### config.mk
export PLATFORM = sky130hd
export DESIGN_NAME = decimal_amount_text_parser
export DESIGN_NICKNAME = d
export VERILOG_FILES = /design/src/rtl/core/dap_pkg.sv /design/src/rtl/core/dap_core.sv /design/src/rtl/core/decimal_amount_text_parser.sv
export VERILOG_INCLUDE_DIRS = /design/src /design/src/rtl/core
export SDC_FILE = /design/constraint.sdc
export NUM_CORES = 1
export LEC_CHECK = 0
export BUFFER_PORTS_ARGS = -buffer_cell sky130_fd_sc_hd__buf_2
export CORE_AREA = 2 2 230 210
export CTS_BUF_LIST = sky130_fd_sc_hd__clkbuf_8
export CTS_CLUSTER_SIZE = 20
export DETAILED_ROUTE_END_ITERATION = 10
export DIE_AREA = 0 0 232 212
export MAX_ROUTING_LAYER = met4
export SLEW_MARGIN = 15
export SYNTH_ARGS = -nofsm -noshare
export SYNTH_HDL_FRONTEND = slang
export SYNTH_HIERARCHICAL = 1
export SYNTH_SLANG_ARGS = --single-unit
export TNS_END_PERCENT = 5
### constraint.sdc
create_clock -name clock -period 9.9 [get_ports clock]
set_input_delay 0.495 -clock clock [delete_from_list [all_inputs] [get_ports clock]]
set_output_delay 0.495 -clock clock [all_outputs]
set_load 0.03 [all_outputs]
### src/rtl/core/decimal_amount_text_parser_defines.svh
// Assertion macros shared by the decimal amount parser RTL.
`ifndef DECIMAL_AMOUNT_TEXT_PARSER_DEFINES_SVH
`define DECIMAL_AMOUNT_TEXT_PARSER_DEFINES_SVH

// Same-cycle implication, disabled during reset.
`define DAP_ASSERT_NOW(lbl, clk, rst, ante, cons, msg) \
   lbl: assert property (@(posedge clk) disable iff (rst) (ante) |-> (cons)) else $error(msg);

// Next-cycle implication, disabled during reset.
`define DAP_ASSERT_NEXT(lbl, clk, rst, ante, cons, msg) \
   lbl: assert property (@(posedge clk) disable iff (rst) (ante) |=> (cons)) else $error(msg);

`endif

### src/rtl/core/dap_pkg.sv
// Types and constants for the decimal amount text parser.
`default_nettype none
package dap_pkg;

   localparam int AMOUNT_W = 64;
   localparam int STATUS_W = 3;
   localparam int CHAR_W   = 8;
   localparam int WHOLE_W  = 57;
   localparam int FRAC_W   = 7;

   // Largest whole part whose value in hundredths still fits in 63 bits.
   localparam logic [WHOLE_W-1:0] WHOLE_LIMIT = 57'd92233720368547758;

   localparam logic [STATUS_W-1:0] ST_OK        = 3'd0;
   localparam logic [STATUS_W-1:0] ST_EMPTY     = 3'd1;
   localparam logic [STATUS_W-1:0] ST_LONE_SIGN = 3'd2;
   localparam logic [STATUS_W-1:0] ST_BAD_CHAR  = 3'd3;
   localparam logic [STATUS_W-1:0] ST_TOO_MANY  = 3'd4;
   localparam logic [STATUS_W-1:0] ST_NO_DIGITS = 3'd5;
   localparam logic [STATUS_W-1:0] ST_OVERFLOW  = 3'd6;

   localparam logic REQ_CHAR = 1'b0;
   localparam logic REQ_END  = 1'b1;

   localparam logic [CHAR_W-1:0] CHAR_ZERO  = 8'h30;
   localparam logic [CHAR_W-1:0] CHAR_NINE  = 8'h39;
   localparam logic [CHAR_W-1:0] CHAR_POINT = 8'h2e;
   localparam logic [CHAR_W-1:0] CHAR_MINUS = 8'h2d;
   localparam logic [CHAR_W-1:0] CHAR_PLUS  = 8'h2b;

   typedef struct packed {
      logic              req_type;
      logic [CHAR_W-1:0] char_code;
   } dap_req_type;

   typedef struct packed {
      logic signed [AMOUNT_W-1:0] amount;
      logic [STATUS_W-1:0]        status;
   } dap_rsp_type;

endpackage
`default_nettype wire

### src/rtl/core/dap_core.sv
// Parser state and per-character update, with the end-of-text result.
`default_nettype none
module dap_core (
   input  logic                clock,
   input  logic                reset,
   input  logic                step_en,
   input  dap_pkg::dap_req_type item,
   output dap_pkg::dap_rsp_type result
);
   import dap_pkg::*;

   typedef enum logic [1:0] {PH_START, PH_SIGN, PH_WHOLE, PH_FRAC} phase_type;

   localparam int NEXT_W = WHOLE_W + 4;

   phase_type             phase_ff, phase_in;
   logic                  neg_ff, neg_in;
   logic [WHOLE_W-1:0]    whole_ff, whole_in;
   logic [AMOUNT_W-1:0]   cent_ff, cent_in;
   logic [FRAC_W-1:0]     frac_ff, frac_in;
   logic [1:0]            fcount_ff, fcount_in;
   logic                  saw_ff, saw_in;
   logic [STATUS_W-1:0]   err_ff, err_in;

   logic                  is_digit;
   logic [3:0]            digit;
   logic [9:0]            digit_x100;
   logic [NEXT_W-1:0]     whole_wide;
   logic [NEXT_W-1:0]     whole_next;
   logic                  whole_over;
   logic [AMOUNT_W-1:0]   cent_next;
   logic [FRAC_W-1:0]     frac_next;
   logic                  pending;
   logic [FRAC_W-1:0]     frac_val;
   logic [AMOUNT_W-1:0]   total;
   logic [STATUS_W-1:0]   status;

   always_comb begin
      is_digit   = (item.char_code >= CHAR_ZERO) && (item.char_code <= CHAR_NINE);
      digit      = 4'(item.char_code - CHAR_ZERO);
      digit_x100 = ({6'b0, digit} << 6) + ({6'b0, digit} << 5) + ({6'b0, digit} << 2);
      whole_wide = NEXT_W'(whole_ff);
      whole_next = (whole_wide << 3) + (whole_wide << 1) + NEXT_W'(digit);
      whole_over = whole_next > NEXT_W'(WHOLE_LIMIT);
      // Exact whenever the whole part stays in range, so truncation is harmless.
      cent_next  = (cent_ff << 3) + (cent_ff << 1) + AMOUNT_W'(digit_x100);
      frac_next  = (frac_ff << 3) + (frac_ff << 1) + {3'b0, digit};
      pending    = (err_ff != ST_OK) && (err_ff != ST_OVERFLOW);

      // a single fraction digit counts as tenths
      frac_val = (fcount_ff == 2'd1) ? ((frac_ff << 3) + (frac_ff << 1)) : frac_ff;
      total    = cent_ff + AMOUNT_W'(frac_val);

      if (pending) begin
         status = err_ff;
      end else if (phase_ff == PH_START) begin
         status = ST_EMPTY;
      end else if (phase_ff == PH_SIGN) begin
         status = ST_LONE_SIGN;
      end else if (!saw_ff) begin
         status = ST_NO_DIGITS;
      end else if (err_ff == ST_OVERFLOW || total[AMOUNT_W-1]) begin
         status = ST_OVERFLOW;
      end else begin
         status = ST_OK;
      end

      result.status = status;
      if (status != ST_OK) begin
         result.amount = '0;
      end else if (neg_ff) begin
         result.amount = -total;
      end else begin
         result.amount = total;
      end

      phase_in  = phase_ff;
      neg_in    = neg_ff;
      whole_in  = whole_ff;
      cent_in   = cent_ff;
      frac_in   = frac_ff;
      fcount_in = fcount_ff;
      saw_in    = saw_ff;
      err_in    = err_ff;

      if (step_en && item.req_type == REQ_END) begin
         phase_in  = PH_START;
         neg_in    = 1'b0;
         whole_in  = '0;
         cent_in   = '0;
         frac_in   = '0;
         fcount_in = '0;
         saw_in    = 1'b0;
         err_in    = ST_OK;
      end else if (step_en && !pending) begin
         // first structural error wins; later characters are dropped
         if (phase_ff == PH_FRAC) begin
            if (!is_digit) begin
               err_in = ST_BAD_CHAR;
            end else if (fcount_ff >= 2'd2) begin
               err_in = ST_TOO_MANY;
            end else begin
               frac_in   = frac_next;
               fcount_in = fcount_ff + 2'd1;
               saw_in    = 1'b1;
            end
         end else if (phase_ff == PH_START &&
                      (item.char_code == CHAR_PLUS || item.char_code == CHAR_MINUS)) begin
            neg_in   = (item.char_code == CHAR_MINUS);
            phase_in = PH_SIGN;
         end else if (item.char_code == CHAR_POINT) begin
            phase_in = PH_FRAC;
         end else if (is_digit) begin
            saw_in   = 1'b1;
            phase_in = PH_WHOLE;
            if (err_ff != ST_OVERFLOW) begin
               if (whole_over) begin
                  err_in = ST_OVERFLOW;
               end else begin
                  whole_in = whole_next[WHOLE_W-1:0];
                  cent_in  = cent_next;
               end
            end
         end else begin
            err_in = ST_BAD_CHAR;
         end
      end
   end

   always_ff @(posedge clock) begin
      if (reset) begin
         phase_ff  <= PH_START;
         neg_ff    <= 1'b0;
         whole_ff  <= '0;
         cent_ff   <= '0;
         frac_ff   <= '0;
         fcount_ff <= '0;
         saw_ff    <= 1'b0;
         err_ff    <= ST_OK;
      end else begin
         phase_ff  <= phase_in;
         neg_ff    <= neg_in;
         whole_ff  <= whole_in;
         cent_ff   <= cent_in;
         frac_ff   <= frac_in;
         fcount_ff <= fcount_in;
         saw_ff    <= saw_in;
         err_ff    <= err_in;
      end
   end

endmodule
`default_nettype wire

### src/rtl/core/decimal_amount_text_parser.sv
// Top level of the decimal amount text parser: input register, parser, result register.
// An end item's result passes through the input register and then the result register to rsp_valid.
// Throughput: one item per cycle, but an end item held while a result is stalled holds back every later item.
// Reset is synchronous and clears both handshakes and all parser state.
`default_nettype none
`include "decimal_amount_text_parser_defines.svh"
module decimal_amount_text_parser (
   input  logic                 clock,
   input  logic                 reset,
   input  logic                 req_valid,
   output logic                 req_ready,
   input  dap_pkg::dap_req_type req_data,
   output logic                 rsp_valid,
   input  logic                 rsp_ready,
   output dap_pkg::dap_rsp_type rsp_data
);
   import dap_pkg::*;

   logic        hold_valid_ff, hold_valid_in;
   dap_req_type hold_data_ff;
   logic        rsp_valid_ff, rsp_valid_in;
   dap_rsp_type rsp_data_ff;
   dap_rsp_type core_result;
   logic        hold_go;
   logic        req_take;

   // characters never wait; an end item waits only for a free result register
   assign hold_go   = hold_valid_ff &&
                      (hold_data_ff.req_type == REQ_CHAR || !rsp_valid_ff || rsp_ready);
   assign req_ready = !hold_valid_ff || hold_go;
   assign req_take  = req_valid && req_ready;

   always_comb begin
      hold_valid_in = req_take ? 1'b1 : (hold_go ? 1'b0 : hold_valid_ff);
      if (hold_go && hold_data_ff.req_type == REQ_END) begin
         rsp_valid_in = 1'b1;
      end else if (rsp_ready) begin
         rsp_valid_in = 1'b0;
      end else begin
         rsp_valid_in = rsp_valid_ff;
      end
   end

   dap_core u_core (
      .clock   (clock),
      .reset   (reset),
      .step_en (hold_go),
      .item    (hold_data_ff),
      .result  (core_result)
   );

   always_ff @(posedge clock) begin
      if (reset) begin
         hold_valid_ff <= 1'b0;
         rsp_valid_ff  <= 1'b0;
      end else begin
         hold_valid_ff <= hold_valid_in;
         rsp_valid_ff  <= rsp_valid_in;
      end
      if (req_take) begin
         hold_data_ff <= req_data;
      end
      if (hold_go && hold_data_ff.req_type == REQ_END) begin
         rsp_data_ff <= core_result;
      end
   end

   assign rsp_valid = rsp_valid_ff;
   assign rsp_data  = rsp_data_ff;

   `DAP_ASSERT_NOW(a_amount_zero_on_error, clock, reset,
      rsp_valid_ff && rsp_data_ff.status != ST_OK, rsp_data_ff.amount == '0,
      "non-zero amount with error status")
   `DAP_ASSERT_NEXT(a_result_from_end_item, clock, reset,
      !(hold_go && hold_data_ff.req_type == REQ_END), !$rose(rsp_valid_ff),
      "result raised without an end item")
   `DAP_ASSERT_NOW(a_end_waits_for_slot, clock, reset,
      rsp_valid_ff && !rsp_ready && hold_valid_ff && hold_data_ff.req_type == REQ_END,
      !hold_go, "end item processed over a pending result")

endmodule
`default_nettype wire

==> flow_summary.ini <==
[run_status]
status = finished clean

[timing]
fin_crit_sh_pct = 65.7
max_freq_ghz = 0.154
final_hold_viol_count = 0
fin_tns_setup_ns = 0
relSlewSlack_pct = 31.3
rsz0062_at_grt = no
worst_pin_slew_ns = 1.03
setup_violations = 0
clock_skew_ns = 0.0554
fin_crit_ns = 6.50
final-max-slew-violation-count = 0

[layout]
nets = 2875
area_delta_synth_final_pct = 8.15
final_util_pct = 47.9
layout-drive-gt1-share_pct = 7.78

[yosys]
yosysWarnings = 6
synth_area_per_cell_um2 = 8.06
synth_edf_count = 76
synth_top_cell_by_area = ha_1
ys_types = 88
synth_ff_type = dfxtp_1
synth_most_common_cell = nand2_1
synth_area_um2 = 20800
ys_seq_elements = 210
synthArstFlopShare_pct = 0
ys_seq_area_share_pct = 23.8
synthCells = 2584
yosys.area.top_type_share_pct = 14.9
synth_area_leaders = ha_1 (15%), dfxtp_1 (13%), edfxtp_1 (11%), nand2_1 (7.0%), mux2i_1 (5.9%)
synthTopCellsByCount = nand2_1 (387), ha_1 (248), nor2_1 (184), a21oi_1 (177), xnor2_1 (140)
syn-num-nets = 2857

[global_route]
grt_overflow = 0
grt.total_usage_pct = 24.0
antenna_found_initial = 1
grt_max_degree = 165
grt_pass1_vias = 17800
grt_pass1_wl_um = 93600

[critical_path]
crit_required_ns = 10.43
cp_data_arrival_time_ns = 7.03
critPathKind = reg2reg
worst-path-max-fanout = 53
crit_path_start_kind = flop
endpoint_kind = flop

[die]
core_um2 = 47100
die_area_um2 = 49200
ioPinCount = 82
row_count = 76
die_h_um = 212
dieWidth_um = 232
initial_core_util_pct = 44.3

[worst_hold_path]
hold_class = in2reg

[routing]
routedWlPerCell_um = 17.7
vias = 19100
firstDrtPassIters = 5
ant_nets = 0
via_per_inst = 5.86
drc = 0
drt_iter0_drc = 1433
wirelength_um = 57600

[clock_tree]
clock_latency_ns = 0.64
clock-sinks = 210
cts.path.max_buffers = 3
clk_pin_slew_worst_paths_ns = 0.06
cts-root-buf = clkbuf_8
cts_tree = yes
htree_levels = 2
cts_buffers = 42

[placement]
place.gp.congestion = 1.00
port-buffer-count = 81
place.detailed.hpwl_um = 43200

[run]
cap_violations = 0

[pwr]
powerDensity_nw_per_um2 = 87.3
p_total_mw = 1.97
vdd_ir_drop_max_uv = 78.8
leakage_nw = 10.2
[kinds of logic (layout without fill, tap and decap cells)]
family | Yosys count | count (layout) | synth area share (%)
AOI/OAI and AO/OA | 577 | 577 | 17.6
other | 0 | 1 | 0
DFF | 210 | 210 | 23.8
xor gates and xnor gates | 228 | 228 | 9.59
buffers and inverters | 198 | 248 | 4.05
muxes | 128 | 128 | 6.18
and+or+nand+nor | 983 | 983 | 22.7
adders and majority gates | 260 | 260 | 16.0
[per-stage QoR]
stage | instances | hold WS [ns] | area, µm² | worst slack (ns)
after global routing | 3258 | 0.0274 | 22500 | 3.17
after floorplan | 2584 | 0.439 | 20800 | 4.88
final | 3259 | 0.0607 | 22500 | 3.40
after CTS | 3258 | 0.00125 | 22500 | 3.53
after global placement | 3179 | 0.461 | 21600 | 3.69
after detailed placement | 3179 | 0.472 | 21600 | 3.61
[final timing paths]
path	start	to	slack [ns]	depth (start not counted)
min	req_data[6]	hold_data_ff[6]$_DFFE_PP_	0.06	1
min reg2reg	u_core/cent_ff[63]$_SDFFE_PP0P_	u_core/cent_ff[63]$_SDFFE_PP0P_	0.47	2
max	hold_data_ff[3]$_DFFE_PP_	u_core/cent_ff[43]$_SDFFE_PP0P_	3.40	15
max reg2reg	hold_data_ff[3]$_DFFE_PP_	u_core/cent_ff[43]$_SDFFE_PP0P_	3.40	15
[power by group]
part | total [mW] | internal [mW] | switching [mW]
Sequential | 0.911 | 0.904 | 0.00696
Combinational | 0.104 | 0.0294 | 0.0747
Clock | 0.952 | 0.524 | 0.428
Total | 1.97 | 1.46 | 0.509
[critical path, cell delays in order (launching register included)]
cell      delay, ns
edfxtp_1       0.51
fa_1           0.58
fa_1           0.47
a21o_1         0.24
a221o_1        0.38
a41oi_1        0.39
a21oi_1        0.16
o21ai_1        0.19
nand2b_1       0.12
xor2_1         0.18
or4_1          0.56
or4_1          0.53
o221ai_1       0.55
a311o_2        0.43
buf_4          0.81
mux2i_1        0.29
[area by class of cell]
class | count | area (µm²)
multi-input cells | 2176 | 15100
repair buffers | 98 | 553
clock buffers | 51 | 702
fillers | 4688 | 24500
inverters | 74 | 278
well taps | 624 | 781
flip-flops and latches | 210 | 4970
diodes | 1 | 2.50
clock inverters | 25 | 186
[metal layers]
| layer | global-route usage (%) | wire (µm) | vias up |
|---|---|---|---|
| met5 | - | 0 | - |
| met4 | 7.60 | 1370 | 0 |
| met3 | 3.10 | 3730 | 95 |
| met2 | 34.8 | 23900 | 610 |
| met1 | 34.5 | 28600 | 8966 |
| li1 | - | - | 9419 |
[placed cells by master, fill, tap and decap left out, drive strengths merged, types with 19 or more instances in the layout]
cell and instances:
and4 20, nand2 387, xnor2 140, inv 85
edfxtp 76, ha 248, a21o 66, a21oi 177
or2 20, clkbuf 51, nand3 76, nor2 184
buf 95, nor4 32, nor2b 24, o31ai 24
xor2 88, nand2b 19, and3 27, nor3 53
dfxtp 134, and2 26, mux2i 123, or3 27
nand4 53, o21ai 139
[repair_timing]
| item | in CTS | in global routing |
|---|---|---|
| buffers inserted | 0 | 0 |
| hold buffers | 3 | 0 |
| hold endpoints to repair | 3 | 0 |
| resized for setup | 0 | 0 |
[state kept, by name, summed over array words and instances (netlist names)]
register          count
rsp_data             67
u_core/cent_ff       59
u_core/whole_ff      57
hold_data_ff          9
u_core/frac_ff        7
u_core/err_ff         3
u_core/fcount_ff      2
u_core/phase_ff       2
hold_valid_ff         1
rsp_valid             1
u_core/neg_ff         1
u_core/saw_ff         1
Note: power is estimated with default switching activity, not from simulation.
